### src/assert_macros.svh
// Assertion helpers shared by the RTL.
// Each module that asserts provides clk and rst in scope.
`ifndef ASSERT_MACROS_SVH
`define ASSERT_MACROS_SVH

// Checked only outside reset
`define IPV_ASSERT(lbl, prop, msg) \
  lbl: assert property (@(posedge clk) disable iff (rst) prop) else $error(msg);

// Checked on every clock edge, reset included
`define IPV_ASSERT_ALWAYS(lbl, prop, msg) \
  lbl: assert property (@(posedge clk) prop) else $error(msg);

`endif

### src/ipv_pkg.sv
`default_nettype none

package ipv_pkg;

  // Item opcodes
  typedef enum logic {
    OP_CHAR = 1'b0,
    OP_END  = 1'b1
  } op_t;

  // Verdict codes
  typedef enum logic [1:0] {
    VERDICT_NEITHER = 2'd0,
    VERDICT_IPV4    = 2'd1,
    VERDICT_IPV6    = 2'd2
  } verdict_t;

  // Separator characters
  localparam logic [7:0] CHAR_DOT   = 8'h2E;
  localparam logic [7:0] CHAR_COLON = 8'h3A;

  // Dotted-decimal limits
  localparam logic [2:0] DOT_MAX_DIGITS = 3'd3;
  localparam logic [9:0] DOT_MAX_VALUE  = 10'd255;
  localparam logic [2:0] DOT_LAST_FIELD = 3'd3;  // separators in a full address

  // Colon-hex limits
  localparam logic [2:0] HEX_MAX_DIGITS = 3'd4;
  localparam logic [3:0] HEX_LAST_FIELD = 4'd7;

  // Item held in the input stage and handed to the checker
  typedef struct packed {
    logic       valid;
    op_t        op;
    logic [7:0] character;
  } step_t;

  function automatic logic is_dec(input logic [7:0] c);
    return (c >= 8'h30) && (c <= 8'h39);
  endfunction

  function automatic logic is_hex(input logic [7:0] c);
    return is_dec(c) || ((c >= 8'h61) && (c <= 8'h66)) || ((c >= 8'h41) && (c <= 8'h46));
  endfunction

endpackage

`default_nettype wire

### src/ipv_if.sv
`default_nettype none

// Character channel: one byte of text or the end marker per transfer
interface ipv_text_if;
  logic       valid;
  logic       ready;
  logic       op;
  logic [7:0] character;

  modport source (output valid, output op, output character, input ready);
  modport sink   (input valid, input op, input character, output ready);
endinterface

// Verdict channel: one transfer per end marker
interface ipv_verdict_if;
  logic       valid;
  logic       ready;
  logic [1:0] verdict;

  modport source (output valid, output verdict, input ready);
  modport sink   (input valid, input verdict, output ready);
endinterface

`default_nettype wire

### src/ipv_checker.sv
`default_nettype none

`include "assert_macros.svh"

module ipv_checker (
  input  logic              clk,
  input  logic              rst,
  input  ipv_pkg::step_t    step,
  output ipv_pkg::verdict_t verdict
);
  import ipv_pkg::*;

  // Scan state
  logic       seen_any_char, seen_any_char_next;
  logic       seen_dot, seen_dot_next;
  logic       seen_colon, seen_colon_next;
  logic       dotted_ok, dotted_ok_next;
  logic [2:0] dotted_field_count, dotted_field_count_next;
  logic [2:0] dotted_field_length, dotted_field_length_next;
  logic [9:0] dotted_field_value, dotted_field_value_next;
  logic       dotted_leading_zero, dotted_leading_zero_next;
  logic       hex_ok, hex_ok_next;
  logic [3:0] hex_field_count, hex_field_count_next;
  logic [2:0] hex_field_length, hex_field_length_next;

  logic [3:0]  digit;
  logic [13:0] value_acc;
  logic [2:0]  dotted_len_sat;
  logic [2:0]  hex_len_sat;
  logic        v4;
  logic        v6;

  // Digit value is the low nibble for '0'..'9'
  assign digit     = step.character[3:0];
  assign value_acc = ({4'd0, dotted_field_value} * 14'd10) + {10'd0, digit};

  // Saturating length increments
  assign dotted_len_sat = (dotted_field_length == 3'd7) ? dotted_field_length
                                                        : dotted_field_length + 3'd1;
  assign hex_len_sat    = (hex_field_length == 3'd7) ? hex_field_length
                                                     : hex_field_length + 3'd1;

  // Next state
  always_comb begin
    seen_any_char_next       = seen_any_char;
    seen_dot_next            = seen_dot;
    seen_colon_next          = seen_colon;
    dotted_ok_next           = dotted_ok;
    dotted_field_count_next  = dotted_field_count;
    dotted_field_length_next = dotted_field_length;
    dotted_field_value_next  = dotted_field_value;
    dotted_leading_zero_next = dotted_leading_zero;
    hex_ok_next              = hex_ok;
    hex_field_count_next     = hex_field_count;
    hex_field_length_next    = hex_field_length;

    if (step.valid) begin
      unique case (step.op)
        OP_CHAR: begin
          seen_any_char_next = 1'b1;
          if (step.character == CHAR_DOT) seen_dot_next = 1'b1;
          if (step.character == CHAR_COLON) seen_colon_next = 1'b1;

          // Dotted-decimal checker
          if (step.character == CHAR_DOT) begin
            if (dotted_field_length == 3'd0) dotted_ok_next = 1'b0;
            if (dotted_field_count != 3'd7) begin
              dotted_field_count_next = dotted_field_count + 3'd1;
            end
            dotted_field_length_next = 3'd0;
            dotted_field_value_next  = 10'd0;
            dotted_leading_zero_next = 1'b0;
          end else if (is_dec(step.character)) begin
            if (dotted_field_length == 3'd0) begin
              if (digit == 4'd0) dotted_leading_zero_next = 1'b1;
            end else if (dotted_leading_zero) begin
              dotted_ok_next = 1'b0;
            end
            if (dotted_field_length < DOT_MAX_DIGITS) begin
              dotted_field_value_next = value_acc[9:0];
              if (value_acc[9:0] > DOT_MAX_VALUE) dotted_ok_next = 1'b0;
            end
            dotted_field_length_next = dotted_len_sat;
            if (dotted_len_sat > DOT_MAX_DIGITS) dotted_ok_next = 1'b0;
          end else begin
            dotted_ok_next = 1'b0;
          end

          // Colon-hex checker
          if (step.character == CHAR_COLON) begin
            if (hex_field_length == 3'd0) hex_ok_next = 1'b0;
            if (hex_field_count != 4'd15) hex_field_count_next = hex_field_count + 4'd1;
            hex_field_length_next = 3'd0;
          end else if (is_hex(step.character)) begin
            hex_field_length_next = hex_len_sat;
            if (hex_len_sat > HEX_MAX_DIGITS) hex_ok_next = 1'b0;
          end else begin
            hex_ok_next = 1'b0;
          end
        end
        OP_END: begin
          // Verdict leaves on this step; start over for the next string
          seen_any_char_next       = 1'b0;
          seen_dot_next            = 1'b0;
          seen_colon_next          = 1'b0;
          dotted_ok_next           = 1'b1;
          dotted_field_count_next  = 3'd0;
          dotted_field_length_next = 3'd0;
          dotted_field_value_next  = 10'd0;
          dotted_leading_zero_next = 1'b0;
          hex_ok_next              = 1'b1;
          hex_field_count_next     = 4'd0;
          hex_field_length_next    = 3'd0;
        end
        default: begin
        end
      endcase
    end
  end

  // State registers
  always_ff @(posedge clk) begin
    if (rst) begin
      seen_any_char       <= 1'b0;
      seen_dot            <= 1'b0;
      seen_colon          <= 1'b0;
      dotted_ok           <= 1'b1;
      dotted_field_count  <= 3'd0;
      dotted_field_length <= 3'd0;
      dotted_field_value  <= 10'd0;
      dotted_leading_zero <= 1'b0;
      hex_ok              <= 1'b1;
      hex_field_count     <= 4'd0;
      hex_field_length    <= 3'd0;
    end else begin
      seen_any_char       <= seen_any_char_next;
      seen_dot            <= seen_dot_next;
      seen_colon          <= seen_colon_next;
      dotted_ok           <= dotted_ok_next;
      dotted_field_count  <= dotted_field_count_next;
      dotted_field_length <= dotted_field_length_next;
      dotted_field_value  <= dotted_field_value_next;
      dotted_leading_zero <= dotted_leading_zero_next;
      hex_ok              <= hex_ok_next;
      hex_field_count     <= hex_field_count_next;
      hex_field_length    <= hex_field_length_next;
    end
  end

  // Verdict from the state before the end marker
  assign v4 = dotted_ok && (dotted_field_length != 3'd0) &&
              (dotted_field_count == DOT_LAST_FIELD);
  assign v6 = hex_ok && (hex_field_length != 3'd0) && (hex_field_count == HEX_LAST_FIELD);

  always_comb begin
    verdict = VERDICT_NEITHER;
    if (seen_any_char) begin
      priority if (seen_dot) begin
        verdict = v4 ? VERDICT_IPV4 : VERDICT_NEITHER;
      end else if (seen_colon) begin
        verdict = v6 ? VERDICT_IPV6 : VERDICT_NEITHER;
      end else begin
        verdict = VERDICT_NEITHER;
      end
    end
  end

  // Assertions
  `IPV_ASSERT(a_end_clears, step.valid && step.op == OP_END |=> !seen_any_char && dotted_ok && hex_ok, "state not cleared after end marker")
  `IPV_ASSERT(a_seen_sep_needs_char, seen_dot || seen_colon |-> seen_any_char, "separator flag without any character")
  `IPV_ASSERT(a_value_range, dotted_field_value <= 10'd999, "dotted field value out of range")

endmodule

`default_nettype wire

### src/ip_address_text_validator.sv
// Checks an address string as IPv4 dotted-decimal and IPv6 colon-hex text at
// the same time. Send one character per transfer on text with op = 0, then a
// transfer with op = 1 to close the string; that end marker alone produces one
// transfer on result: 0 = neither, 1 = valid IPv4, 2 = valid IPv6. A string
// containing '.' is judged as IPv4, otherwise one containing ':' as IPv6;
// an empty string gives neither. Throughput is one item per clock: an input
// register feeds the checker state and a result register, and the input
// register stalls only when an end marker meets a full result register that
// is not being taken. The verdict is offered on result from the result register
// once its end marker leaves the input register, where it waits while blocked.
// Reset is synchronous and active high.
`default_nettype none

`include "assert_macros.svh"

module ip_address_text_validator (
  input  logic               clk,
  input  logic               rst,
  ipv_text_if.sink           text,
  ipv_verdict_if.source      result
);
  import ipv_pkg::*;

  // Input stage
  logic       stage_valid;
  op_t        stage_op;
  logic [7:0] stage_char;
  logic       stage_move;

  // Result register
  logic       out_valid;
  verdict_t   out_verdict;

  step_t      step;
  verdict_t   verdict;

  // The stage drains unless an end marker waits on an occupied result slot
  assign stage_move = stage_valid &&
                      ((stage_op == OP_CHAR) || !out_valid || result.ready);
  assign text.ready = !stage_valid || stage_move;

  // Capture transfers into the input stage
  always_ff @(posedge clk) begin
    if (rst) begin
      stage_valid <= 1'b0;
    end else if (text.ready) begin
      stage_valid <= text.valid;
    end
  end

  always_ff @(posedge clk) begin
    if (text.ready && text.valid) begin
      stage_op   <= op_t'(text.op);
      stage_char <= text.character;
    end
  end

  assign step.valid     = stage_move;
  assign step.op        = stage_op;
  assign step.character = stage_char;

  ipv_checker u_checker (
    .clk     (clk),
    .rst     (rst),
    .step    (step),
    .verdict (verdict)
  );

  // Result register
  always_ff @(posedge clk) begin
    if (rst) begin
      out_valid <= 1'b0;
    end else if (stage_move && (stage_op == OP_END)) begin
      out_valid <= 1'b1;
    end else if (result.ready) begin
      out_valid <= 1'b0;
    end
  end

  always_ff @(posedge clk) begin
    if (stage_move && (stage_op == OP_END)) begin
      out_verdict <= verdict;
    end
  end

  assign result.valid   = out_valid;
  assign result.verdict = out_verdict;

  // Assertions
  `IPV_ASSERT(a_stall_only_on_end, stage_valid && !stage_move |-> stage_op == OP_END, "character item stalled in input stage")
  `IPV_ASSERT(a_end_loads_result, stage_move && stage_op == OP_END |=> out_valid, "end marker did not load a result")
  `IPV_ASSERT(a_backpressure_cause, !text.ready |-> out_valid && !result.ready, "input held off without a blocked result")

endmodule

`default_nettype wire
### src/flat_wrapper.sv
// flat-port wrapper written by rule: the top's interface ports become plain ports
module ip_address_text_validator_flat import ipv_pkg::*;
  (clk, rst, text_valid, text_op, text_character, text_ready, result_valid, result_verdict, result_ready);
  ipv_text_if text_i ();
  ipv_verdict_if result_i ();
  input  logic clk;
  input  logic rst;
  input wire logic [$bits(text_i.valid)-1:0] text_valid;
  input wire logic [$bits(text_i.op)-1:0] text_op;
  input wire logic [$bits(text_i.character)-1:0] text_character;
  output wire logic [$bits(text_i.ready)-1:0] text_ready;
  output wire logic [$bits(result_i.valid)-1:0] result_valid;
  output wire logic [$bits(result_i.verdict)-1:0] result_verdict;
  input wire logic [$bits(result_i.ready)-1:0] result_ready;
  assign text_i.valid = text_valid;
  assign text_i.op = text_op;
  assign text_i.character = text_character;
  assign text_ready = text_i.ready;
  assign result_valid = result_i.valid;
  assign result_verdict = result_i.verdict;
  assign result_i.ready = result_ready;
  ip_address_text_validator u_core (.clk(clk), .rst(rst), .text(text_i), .result(result_i));
endmodule
### config.mk
export PLATFORM = sky130hd
export DESIGN_NAME = ip_address_text_validator_flat
export DESIGN_NICKNAME = d
export VERILOG_FILES = /design/src/ipv_pkg.sv /design/src/ipv_if.sv /design/src/ipv_checker.sv /design/src/ip_address_text_validator.sv /design/src/flat_wrapper.sv
export VERILOG_INCLUDE_DIRS = /design/src /design/src/src
export SDC_FILE = /design/constraint.sdc
export NUM_CORES = 1
export LEC_CHECK = 0
export BUFFER_PORTS_ARGS = -buffer_cell sky130_fd_sc_hd__buf_2
export CORE_MARGIN = 10
export CORE_UTILIZATION = 49
export CTS_CLUSTER_DIAMETER = 80
export DETAILED_ROUTE_END_ITERATION = 8
export PLACE_DENSITY = 0.8
export SETUP_SLACK_MARGIN = 0.15
export SLEW_MARGIN = 5
export SYNTH_ARGS = -nofsm -noshare
export SYNTH_HDL_FRONTEND = slang
export SYNTH_SLANG_ARGS = --single-unit
### constraint.sdc
create_clock -name clk -period 2.45 [get_ports clk]
set_input_delay 0.49 -clock clk [delete_from_list [all_inputs] [get_ports clk]]
set_output_delay 0.49 -clock clk [all_outputs]
set_load 0.005 [all_outputs]
* Yosys cells after proc, flatten, opt, wreduce, memory -nomap -nowiden
Cells that the tools add are included. Widths: inputs -> output; s select.
Operators by class: eq/ne operators 20, $mul 1, bitwise gates (word level) 1, muxes and demuxes 48, add/subtract/negate cells 5, reduce and logical (&&, ||, !) cells 33, $lt $le $gt $ge 10
Operators with widths (count):
- $mux 10 | 3
- $mux 3 | 8
- $ne 3x3->1 const B | 8
- $mux 1 | 21
- $pmux 10 s2 | 1
- $pmux 3 s2 | 3
- $eq 8x6->1 const B | 2
- $ge 8x7->1 const B | 2
- $le 8x7->1 const B | 2
- $pmux 1 s2 | 6
- $reduce_and 3->1 | 4
- $add 10x4->10 | 1
- $gt 10x8->1 const B | 1
- $logic_and 1x1->1 | 10
- $mul 10x3->9 const B | 1
- $reduce_and 2->1 | 5
- $add 3x1->3 const B | 3
- $ge 8x6->1 const B | 1
- $le 8x6->1 const B | 1
- $mux 4 | 2
- $ne 2x2->1 const B | 4
- $ne 4x4->1 const B | 2
- $pmux 4 s2 | 1
- $eq 3x3->1 const B | 2
- 15 further kinds | 24
Storage, ports and cells: bits in registers 42, word-level logic and storage cells 134

* Depth between registers and ports, before layout
Gate-level depths: netlist of the first run.
depth after elaboration 9, gate-level depth with buffers 9, gate-level depth less buffers 9

* By module
A second synthesis of the first run with hierarchy kept.
Second synthesis, totals: cells, all modules 255, area total of the unflattened synthesis 2408.6 um^2
By module, submodules not included:
- ipv_checker | cells an instance 232, instances 1, area an instance 1974.4 um^2, sequential area each 560.5 um^2
- ip_address_text_validator | cells an instance 23, instances 1, area an instance 434.2 um^2, sequential area each 370.4 um^2

* Worst setup path before layout of the first run
OpenSTA, ideal clock, no wires.
kind reg-to-reg, from register u_core.u_checker.dotted_field_value[1], to register u_core.u_checker.dotted_ok, cell stages (with the launch flop) 10, library setup time 74 ps, buffers on the path 0, path slack -87 ps, arrival time 2463 ps, required time 2376 ps, cell sequence dfxtp_1 > ha_1 > ha_1 > fa_1 > a21o_1 > a21oi_1 > xor2_1 > nor4b_1 > xnor3_1 > o21ai_0
On the way: longest elaborated chain between the ends 9
Ends and longest elaborated chain:
- start, declared | RTL line ipv_checker.sv:20 | logic [9:0] dotted_field_value, dotted_field_value_next;
- start signal, assigned | RTL line ipv_checker.sv:142 | dotted_field_value <= dotted_field_value_next;
- $mul 10x3->9 | RTL line ipv_checker.sv:35 | assign value_acc = ({4'd0, dotted_field_value} * 14'd10) + {10'd0, digit};
- $add 10x4->10 | RTL line ipv_checker.sv:35
- $gt 10x8->1 | RTL line ipv_checker.sv:81 | if (value_acc[9:0] > DOT_MAX_VALUE) dotted_ok_next = 1'b0;
- $mux 1 | RTL line ipv_checker.sv:81
- $mux 1 | RTL line ipv_checker.sv:79 | if (dotted_field_length < DOT_MAX_DIGITS) begin
- $mux 1 | RTL line ipv_checker.sv:84 | if (dotted_len_sat > DOT_MAX_DIGITS) dotted_ok_next = 1'b0;
- $mux 1 | RTL line ipv_checker.sv:73 | end else if (is_dec(step.character)) begin
- $mux 1 | RTL line ipv_checker.sv:65 | if (step.character == CHAR_DOT) begin
- $pmux 1 s2 | RTL line ipv_checker.sv:58 | unique case (step.op)
- end signal, assigned | RTL line ipv_checker.sv:139 | dotted_ok <= dotted_ok_next;
- end, declared | RTL line ipv_checker.sv:17 | logic dotted_ok, dotted_ok_next;
No other way between the ends. A chain may end at the register's enable or synchronous reset.

* Final worst setup path of the first run
Same ends and word-level chain as after synthesis.

==> impl_metrics.csv, run 1 <==
group,metric,value,unit
clocking,htree_levels,2,
detailed_routing,ant_nets,0,
synth,synthCells,245,
finish,final_nets,317,
sta,fin_setup_tns,-56.34,ps
sta,finalCritPeriodShare,102.3,%
sta,fin_ws,-56.34,ps
outcome,status,"finished with violations",
detailed_routing,drc,0,
pwr,p_leak,1.167,nW
floorplan,die-area,7919,µm²
finish,area_delta_synth_final,24.95,%
place,routabilityCongestion,0.8744,
finish,fin_util,62.52,%
synth,synth.avg_cell_area,9.519,µm²
sta,timing.fmax,399.0,MHz
detailed_routing,vias,2009,
pwr,p_clk_share,35.6,%
pwr,powerDensity,461.0,nW/µm²
synth,yosys_warnings,0,
global_routing,grt_pass1_vias,2059,
hold_path,hp-class,"input pin to register",
detailed_routing,wl_per_cell,17.25,µm
global_routing,grt.total_usage,14.75,%
sta,rsz0062_at_grt,"yes",
synth,synth_edf_count,11,
synth,ys_types,53,
detailed_routing,drt_first_pass_iters,4,
place,place_area,2506,µm²
global_routing,grt_max_degree,23,
pwr,power.switching,347.7,µW
finish,drive_above_1_share,30.60,%
worst_setup_path,cp-end-kind,"register",
floorplan,coreArea,4661,µm²
floorplan,ios,17,
clocking,clkSlewWorstSetupHoldPaths,80,ps
synth,syn_nets,282,
sta,finalSetupViolCount,1,
clocking,cts_hold_buf,0,
finish,diodes,0,
clocking,clk_latency,300,ps
worst_setup_path,cp-start-kind,"register",
clocking,cts_root_buf,"clkbuf_8",
pwr,netSwitchingFraction,25.88,%
synth,synth_area,2332,µm²
synth,synth_seq_cells,41,
pwr,pwr-share-seq,54.4,%
finish,stdcell_area,2914,µm²
sta,worst_slew_pin_slew,897.7,ps
floorplan,die_y,88.99,µm
floorplan,die_w,88.99,µm
sta,max_slew_margin,39.87,%
worst_setup_path,cp_max_fo,3,
synth,synth-main-ff-cell,"dfxtp_1",
pwr,internal-power,995.7,µW
run,drv_cap,0,
sta,min_period,2506,ps
place,place_hpwl,3.650,mm
detailed_routing,routed_wl,5.778,mm
global_routing,antenna_found_initial,0,
pwr,pwr-share-comb,10.1,%
sta,hold_violations,0,
floorplan,initial_core_util,50.04,%
worst_setup_path,cp.arrival,2740,ps
detailed_routing,drtIter0Drc,136,
global_routing,overflow,0,
worst_setup_path,criticalPathCategory,"register to register",
sta,drv_slew,0,
clocking,cts_buffers,5,
sta,fin_hold_ws,358.8,ps
clocking,numClockSinks,41,
finish,finalNonFillerCells,335,
detailed_routing,drt-vias-per-instance,5.997,
worst_setup_path,cp.required,2680,ps
place,io_buffer_count,16,
clocking,cts_tree,"yes",
sta,finalClockSkew,3.949,ps
outcome,violations,"setup timing",
global_routing,grt_pass1_wl,9.301,mm
synth,ys_async_sr_fraction,0,%
pwr,ir_worst_vdd,0.0004495,V
synth,ys_seq_area_share,39.91,%
floorplan,num_rows,25,
clocking,cts_buffer_depth,2,
place,place_inst,314,
[cell type report]
| type | count | area [µm²] |
|---|---|---|
| Fill cell | 365 | 1747 |
| Multi-Input combinational cell | 186 | 1540 |
| Sequential cell | 41 | 934.6 |
| Timing Repair Buffer | 34 | 230.2 |
| Clock buffer | 6 | 82.58 |
| Tap cell | 54 | 67.56 |
| Inverter | 12 | 45.04 |
| Clock inverter | 2 | 13.76 |
[power by group through the flow]
stage / sequential [mW] / combinational, mW / clock [mW]
finish: 0.731 / 0.135 / 0.478
global route: 0.733 / 0.147 / 0.510
CTS: 0.730 / 0.109 / 0.477
detailed placement: 0.745 / 0.104 / 0
global placement: 0.744 / 0.100 / 0
floorplan: 0.739 / 0.0748 / 0
[sequential cells by signal, indices dropped and copies added, names as in the netlist, 2 cells and up]
name,flops
u_core.u_checker.dotted_field_value,9
u_core.result.verdict,2
u_core.u_checker.hex_field_count,4
u_core.u_checker.hex_field_length,3
u_core.u_checker.dotted_field_length,3
u_core.u_checker.dotted_field_count,3
u_core.stage_char,8
[timing repair]
action                     4_1_cts  5_1_grt
resized for setup               11       33
setup endpoints to repair       10       13
hold endpoints to repair         0        0
pin swaps                       10       25
buffers inserted                 6        7
[cell families (layout without fill, tap and decap cells)]
group	Yosys count	in the layout	share of synthesized area [%]
and+or+nand+nor	94	94	20.71
AOI/OAI and AO/OA	55	55	16.47
DFF	41	41	39.91
adders and majority gates	24	24	13.52
buffers and inverters	18	54	3.755
xor gates and xnor gates	10	10	4.345
muxes	3	3	1.288
[synth_stat cells, drive strengths merged, types with 2 or more instances]
cell type,n,share of area [%]
clkbuf,3,0.91
o21a,2,0.64
nand3,5,1.1
a22oi,5,1.6
a32oi,2,0.75
a21o,3,0.97
ha,22,12
buf,3,0.91
nand2,13,2.2
dfxtp,30,26
o21ai,10,2.1
nand4,3,0.80
xnor2,4,1.5
or3,3,0.80
edfxtp,11,14
inv,12,1.9
xor2,5,1.9
nor3,5,1.1
a21oi,21,4.7
nor2,38,6.2
fa,2,1.7
nor4b,3,1.1
nor2b,6,1.6
mux2i,3,1.3
a311oi,2,1.0
nor3b,2,0.64
nand3b,4,1.3
and2,4,1.1
[metal layers]
layer	GRT usage, %	routed length (µm)	vias to the layer above	share of wire, %
met1	15.95	2266	977	39
li1	-	-	949	-
met2	26.33	2973	67	51
met5	0	0	-	0
met4	7.948	191	0	3.3
met3	3.099	346	16	6.0
[critical path: stages (launching register included)]
cell	delay, ps
dfxtp_2	350
ha_4	240
ha_4	160
buf_4	130
buf_4	130
a211oi_2	280
nor3b_2	130
nor4b_4	380
xnor2_2	150
or3_4	370
o21ai_2	130
[cell usage in the layout (no fill, tap or decap), types with 5 or more instances in the layout]
master and instances:
a21oi_2 5, ha_1 18, clkbuf_8 6, o21ai_0 7, edfxtp_1 11, dfxtp_1 27
nand3_1 5, a21oi_1 16, inv_1 12, buf_2 16, nand2_1 10, nor2b_1 6
nor2_1 34, buf_4 15
[final timing paths]
check / to / from / slack (ps) / depth (start not counted)
setup / recovery: u_core.u_checker.dotted_ok / u_core.u_checker.dotted_field_value[1] / -60 / 10
hold / removal: u_core.stage_char[4] / text_character[4] / 360 / 1
hold reg to reg: u_core.u_checker.hex_ok / u_core.u_checker.hex_ok / 480 / 2
setup reg to reg: u_core.u_checker.dotted_ok / u_core.u_checker.dotted_field_value[1] / -60 / 10
[through the flow]
stage	worst slack (ps)	power (mW)
final	-56.34	1.343
after global placement	68.94	0.8439
after detailed placement	-55.64	0.8489
after floorplan	153.4	0.8143
after CTS	79.75	1.316
after global routing	-128.3	1.391
No activity file was read; power rests on OpenSTA's default activity.
==> inputs of run 2 (changes only) <==
--- a/config.mk
+++ b/config.mk
@@ -8,10 +8,10 @@
 export LEC_CHECK = 0
 export BUFFER_PORTS_ARGS = -buffer_cell sky130_fd_sc_hd__buf_2
 export CORE_MARGIN = 10
-export CORE_UTILIZATION = 49
+export CORE_UTILIZATION = 54
 export CTS_CLUSTER_DIAMETER = 80
 export DETAILED_ROUTE_END_ITERATION = 8
-export PLACE_DENSITY = 0.8
+export PLACE_DENSITY = 0.86
 export SETUP_SLACK_MARGIN = 0.15
 export SLEW_MARGIN = 5
 export SYNTH_ARGS = -nofsm -noshare
==> run 2 against run 1 <==
Largest power group unchanged. Flip-flop and latch count unchanged. Via count fell by 5.4%. Critical path depth shrank 1. Non-clock buffer count shrank 7. Global-route usage decreased by 0.39 points. Clock skew rose by 2.9 ps. Maximum frequency is 4.2% higher. The run now ends clean. Sequential power hardly changed. First-iteration DRC count fell by 25%. Core utilization increased by 5.0 points.
==> impl_metrics.csv, run 2 (synthesized netlist as in run 1, its figures left out) <==
group,metric,value,unit
outcome,status,"complete, no violations",
worst_setup_path,cp-start-kind,"register",
pwr,powerDensity,477.6,nW/µm²
floorplan,die_y,85.72,µm
clocking,numClockSinks,41,
finish,layout_common_cells,"nor2_1, dfxtp_1, a21oi_1",
finish,layout_commonest_cell,"nor2_1",
global_routing,antenna_found_initial,0,
pwr,p_leak,1.092,nW
detailed_routing,drc,0,
global_routing,grt_pass1_wl,8.735,mm
sta,fin_setup_tns,0,ps
sta,finalCritPeriodShare,98.15,%
finish,diodes,0,
clocking,cts_buffer_depth,2,
place,place_hpwl,3.547,mm
run,drv_cap,0,
global_routing,overflow,0,
worst_setup_path,cp-end-kind,"register",
detailed_routing,drt_first_pass_iters,4,
sta,drv_slew,0,
sta,finalSetupViolCount,0,
clocking,clkSlewWorstSetupHoldPaths,80,ps
floorplan,ios,17,
floorplan,die_w,85.72,µm
finish,final_nets,310,
clocking,cts_tree,"yes",
worst_setup_path,cp_top_family,"adder cells",
worst_setup_path,critPathMaxStageDelay,360,ps
detailed_routing,wl_per_cell,16.14,µm
detailed_routing,drt-vias-per-instance,5.864,
worst_setup_path,crit_chain,"ha_4, ha_4, fa_2, a21o_1, a21oi_2, xor2_2, xnor2_2, or3_1, o21ai_1",
worst_setup_path,cp_max_fo,2,
detailed_routing,vias,1900,
place,io_buffer_count,16,
sta,timing.fmax,415.8,MHz
finish,largest_reg_flops,9,
global_routing,grt.total_usage,14.37,%
worst_setup_path,path_buf_inv,0,
finish,drive_above_1_share,24.09,%
sta,hold_violations,0,
place,routabilityCongestion,0.8481,
detailed_routing,ant_nets,0,
sta,min_period,2405,ps
clocking,clk_latency,300,ps
clocking,cts_root_buf,"clkbuf_8",
sta,fin_ws,45.28,ps
sta,finalClockSkew,6.858,ps
worst_setup_path,cp.required,2690,ps
hold_path,hp-class,"input pin to register",
pwr,ir_worst_vdd,0.0003965,V
global_routing,grt_pass1_vias,1997,
worst_setup_path,cp.arrival,2640,ps
floorplan,coreArea,4086,µm²
worst_setup_path,cpMostUsedCell,"ha_4",
sta,worst_slew_pin_slew,875.0,ps
finish,reg_top3,"u_core.u_checker.dotted_field_value x9, u_core.stage_char x8, u_core.u_checker.hex_field_count x4",
finish,max_flop_register,"u_core.u_checker.dotted_field_value",
floorplan,num_rows,23,
detailed_routing,routed_wl,5.230,mm
finish,area_delta_synth_final,18.24,%
sta,max_slew_margin,41.39,%
clocking,cts_hold_buf,0,
global_routing,grt_max_degree,23,
detailed_routing,drtIter0Drc,102,
sta,rsz0062_at_grt,"yes",
clocking,cts_buffers,5,
worst_setup_path,criticalPathCategory,"register to register",
clocking,htree_levels,2,
worst_setup_path,crit_slowest_cell,"fa_2",
place,dp_slack,-35.91,ps
floorplan,initial_core_util,57.07,%
floorplan,die-area,7348,µm²
-- run 2: cell count changes in the layout (fill, tap and decap cells not counted), moves of 2 or more --
cell     previous run  this run
buf_4              15        10
a21oi_2             5         2
a22oi_1             2         4
nor3_4              2         0
or3_1               1         3
a22oi_2             3         1
nor3_1              2         4
or3_4               2         0
a21oi_1            16        19
nor2_1             34        36
-- run 2: layout make-up --
type / instances / area [µm²]
inverters: 12 / 45.04
well taps: 50 / 62.56
flip-flops and latches: 41 / 934.6
multi-input cells: 186 / 1453
clock inverters: 2 / 13.76
fillers: 304 / 1329
repair buffers: 27 / 166.4
clock buffers: 6 / 82.58
-- run 2: worst paths after layout --
kind	start	end	slack [ps]	cells after the start
worst min-delay path	text_character[1]	u_core.stage_char[1]	360	1
worst max register to register	u_core.u_checker.dotted_field_value[1]	u_core.u_checker.dotted_ok	50	9
worst min register to register	u_core.u_checker.hex_ok	u_core.u_checker.hex_ok	450	2
worst max-delay path	u_core.u_checker.dotted_field_value[1]	u_core.u_checker.dotted_ok	50	9
-- run 2: stage by stage --
stage | instance area [µm²] | total power, mW | cells | hold WS (ps) | utilization, %
6_report | 2758 | 1.317 | 324 | 357.9 | 67.48
5_1_grt | 2758 | 1.373 | 324 | 348.8 | 67.48
4_1_cts | 2723 | 1.319 | 324 | 354.8 | 66.63
3_5_place_dp | 2494 | 0.8454 | 309 | 438.3 | 61.02
3_3_place_gp | 2494 | 0.8400 | 309 | 434.0 | 61.02
2_1_floorplan | 2364 | 0.8143 | 245 | 422.6 | -
-- run 2: what timing repair did --
| item | CTS | global route |
|---|---|---|
| buffers inserted | 7 | 0 |
| gates cloned | 0 | 0 |
| gates resized for setup | 14 | 8 |
| pin swaps | 12 | 6 |
| endpoints found under the setup margin | 4 | 14 |
-- run 2: per-layer routing --
layer / track usage (%) / vias up / share of wire, %
li1: - / 936 / -
met2: 25.07 / 53 / 49
met3: 3.974 / 14 / 4.6
met4: 6.737 / 0 / 3.2
met5: 0 / - / 0
met1: 15.70 / 897 / 43
-- run 2: power by group --
group	internal [mW]	switching [mW]	leakage (nW)
clock	0.228	0.244	0.0512
sequential	0.713	0.0171	0.352
combinational	0.0454	0.0687	0.689
total	0.987	0.330	1.09
==> inputs of run 3 (changes only) <==
==> constraint.sdc (replaced) <==
create_clock -name clk -period 2.45 [get_ports clk]
set_input_delay 0.3675 -clock clk [delete_from_list [all_inputs] [get_ports clk]]
set_output_delay 0.3675 -clock clk [all_outputs]
set_load 0.005 [all_outputs]
==> run 3 against run 2 <==
Clock skew barely moved. Critical path depth did not move. Die area did not move. Routed wire length rose by 5.7%. Via count rose by 5.5%. First-iteration DRC count rose by 120%. Sequential share of layout area fell by 0.97 points.
==> impl_metrics.csv, run 3 (synthesized netlist as in run 1, its figures left out) <==
group,metric,value,unit
finish,diodes,0,
finish,area_delta_synth_final,21.73,%
hold_path,hold_path_depth,1,
pwr,pwr-share-seq,52.2,%
sta,finalClockSkew,6.368,ps
global_routing,antenna_found_initial,0,
worst_setup_path,cpMostUsedCell,"ha_4",
sta,rsz0062_at_grt,"yes",
place,place_hpwl,3.538,mm
sta,hold_violations,0,
pwr,pwr-share-comb,8.8,%
global_routing,grt.total_usage,14.72,%
finish,final_nets,317,
clocking,clk_latency,290,ps
clocking,htree_levels,2,
floorplan,die_y,85.72,µm
clocking,cts_buffer_depth,2,
floorplan,coreArea,4086,µm²
worst_setup_path,criticalPathCategory,"register to register",
pwr,netSwitchingFraction,23.83,%
floorplan,die_w,85.72,µm
finish,drive_above_1_share,25.62,%
worst_setup_path,cp_top_family,"adder cells",
place,place_inst,310,
sta,finalCritPeriodShare,99.75,%
pwr,powerDensity,492.0,nW/µm²
pwr,p_leak,1.141,nW
finish,max_flop_register,"u_core.u_checker.dotted_field_value",
floorplan,initial_core_util,57.07,%
worst_setup_path,cp.required,2680,ps
place,routabilityCongestion,0.8482,
detailed_routing,ant_nets,0,
clocking,cts_root_buf,"clkbuf_8",
worst_setup_path,crit_chain,"ha_4, ha_4, fa_2, a21o_1, a21oi_2, xor2_2, xnor2_2, or3_1, o21ai_1",
place,io_buffer_count,16,
hold_path,worstHoldStart,"text_character[5]",
sta,worst_slew_pin_slew,465.5,ps
detailed_routing,routed_wl,5.527,mm
outcome,status,"complete, no violations",
sta,finalSetupViolCount,0,
worst_setup_path,reg2reg_from,"u_core.u_checker.dotted_field_value[1]",
sta,drv_slew,0,
finish,fin_util,69.47,%
worst_setup_path,cp-start-kind,"register",
global_routing,grt_pass1_vias,2058,
detailed_routing,wl_per_cell,16.70,µm
global_routing,grt_pass1_wl,9.121,mm
detailed_routing,drt-vias-per-instance,6.054,
pwr,total_power,1.397,mW
hold_path,hp-class,"input pin to register",
sta,max_slew_margin,68.76,%
pwr,ir_worst_vdd,0.0003405,V
worst_setup_path,path_buf_inv,0,
clocking,clkSlewWorstSetupHoldPaths,80,ps
worst_setup_path,cp.arrival,2670,ps
pwr,internal-power,1.064,mW
detailed_routing,drtIter0Drc,222,
worst_setup_path,r2r_setup_slack,6,ps
detailed_routing,drc,0,
sta,timing.fmax,409.2,MHz
worst_setup_path,critPathMaxStageDelay,380,ps
finish,layout_commonest_cell,"nor2_1",
finish,reg_top3,"u_core.u_checker.dotted_field_value x9, u_core.stage_char x8, u_core.u_checker.hex_field_count x4",
floorplan,ios,17,
worst_setup_path,rr_endpoint,"u_core.u_checker.dotted_ok",
clocking,cts_buffers,5,
run,drv_cap,0,
global_routing,overflow,0,
hold_path,hold_path_end,"u_core.stage_char[5]",
finish,finalNonFillerCells,331,
floorplan,num_rows,23,
sta,min_period,2444,ps
pwr,p_clk_share,39.0,%
floorplan,die-area,7348,µm²
detailed_routing,vias,2004,
global_routing,grt_max_degree,23,
clocking,numClockSinks,41,
pwr,power.switching,332.8,µW
finish,largest_reg_flops,9,
clocking,cts_tree,"yes",
worst_setup_path,rr_worst_depth,9,
worst_setup_path,crit_cells,9,
worst_setup_path,cp_max_fo,2,
finish,layout_common_cells,"nor2_1, dfxtp_1, a21oi_1",
worst_setup_path,crit_slowest_cell,"or3_1",
detailed_routing,drt_first_pass_iters,4,
worst_setup_path,cp-end-kind,"register",
## run 3: cell count changes in the layout (fill, tap and decap cells not counted), sizes merged
cell / change
clkbuf: -1
bufinv: +1
clkinv: -1
a31o: +1
clkinvlp: +1
buf: +6
## run 3: per-layer routing
layer	wire, µm	GRT usage, %	vias to the layer above
li1	-	-	957
met1	2406	17.48	980
met2	2751	25.34	56
met3	279	2.933	11
met4	89	5.689	0
met5	0	0	-
## run 3: what timing repair did
item	CTS	global route
hold buffers	0	0
setup endpoints to repair	3	10
resized for setup	15	8
gates cloned	0	1
pin swaps	14	2
buffers inserted	11	1
## run 3: worst max-delay path by stage
stage                                                 from                          to  slack, ps
floorplan           u_core.u_checker.dotted_field_value[1]  u_core.u_checker.dotted_ok        150
CTS                 u_core.u_checker.dotted_field_value[1]  u_core.u_checker.dotted_ok         80
finish              u_core.u_checker.dotted_field_value[1]  u_core.u_checker.dotted_ok          6
global route        u_core.u_checker.dotted_field_value[1]  u_core.u_checker.dotted_ok        -50
global placement    u_core.u_checker.dotted_field_value[1]  u_core.u_checker.dotted_ok         70
detailed placement  u_core.u_checker.dotted_field_value[1]  u_core.u_checker.dotted_ok        -40
## run 3: cell type report
type | count | area [µm²]
sequential | 41 | 934.6
clock inverter | 3 | 41.29
multi-input combinational | 187 | 1475
tap | 50 | 62.56
fill | 294 | 1247
inverter | 12 | 45.04
timing repair buffer | 33 | 211.5
clock buffer | 5 | 68.82
## run 3: power by group through the flow
stage          clock network, mW  registers, mW  logic, mW
6_report                   0.544          0.730      0.123
5_1_grt                    0.583          0.732      0.136
4_1_cts                    0.554          0.729      0.114
3_5_place_dp                   0          0.744      0.103
3_3_place_gp                   0          0.743     0.0978
2_1_floorplan                  0          0.739     0.0748
## run 3: stage by stage
stage | cell area [µm²] | setup TNS [ps] | setup WS [ps] | hold WS, ps
2_1_floorplan | 2364 | 0 | 153.4 | 422.6
3_3_place_gp | 2501 | 0 | 68.56 | 434.1
3_5_place_dp | 2501 | -38.96 | -38.96 | 435.7
4_1_cts | 2785 | 0 | 75.96 | 238.4
5_1_grt | 2839 | -53.72 | -53.72 | 241.3
6_report | 2839 | 0 | 6.085 | 244.6
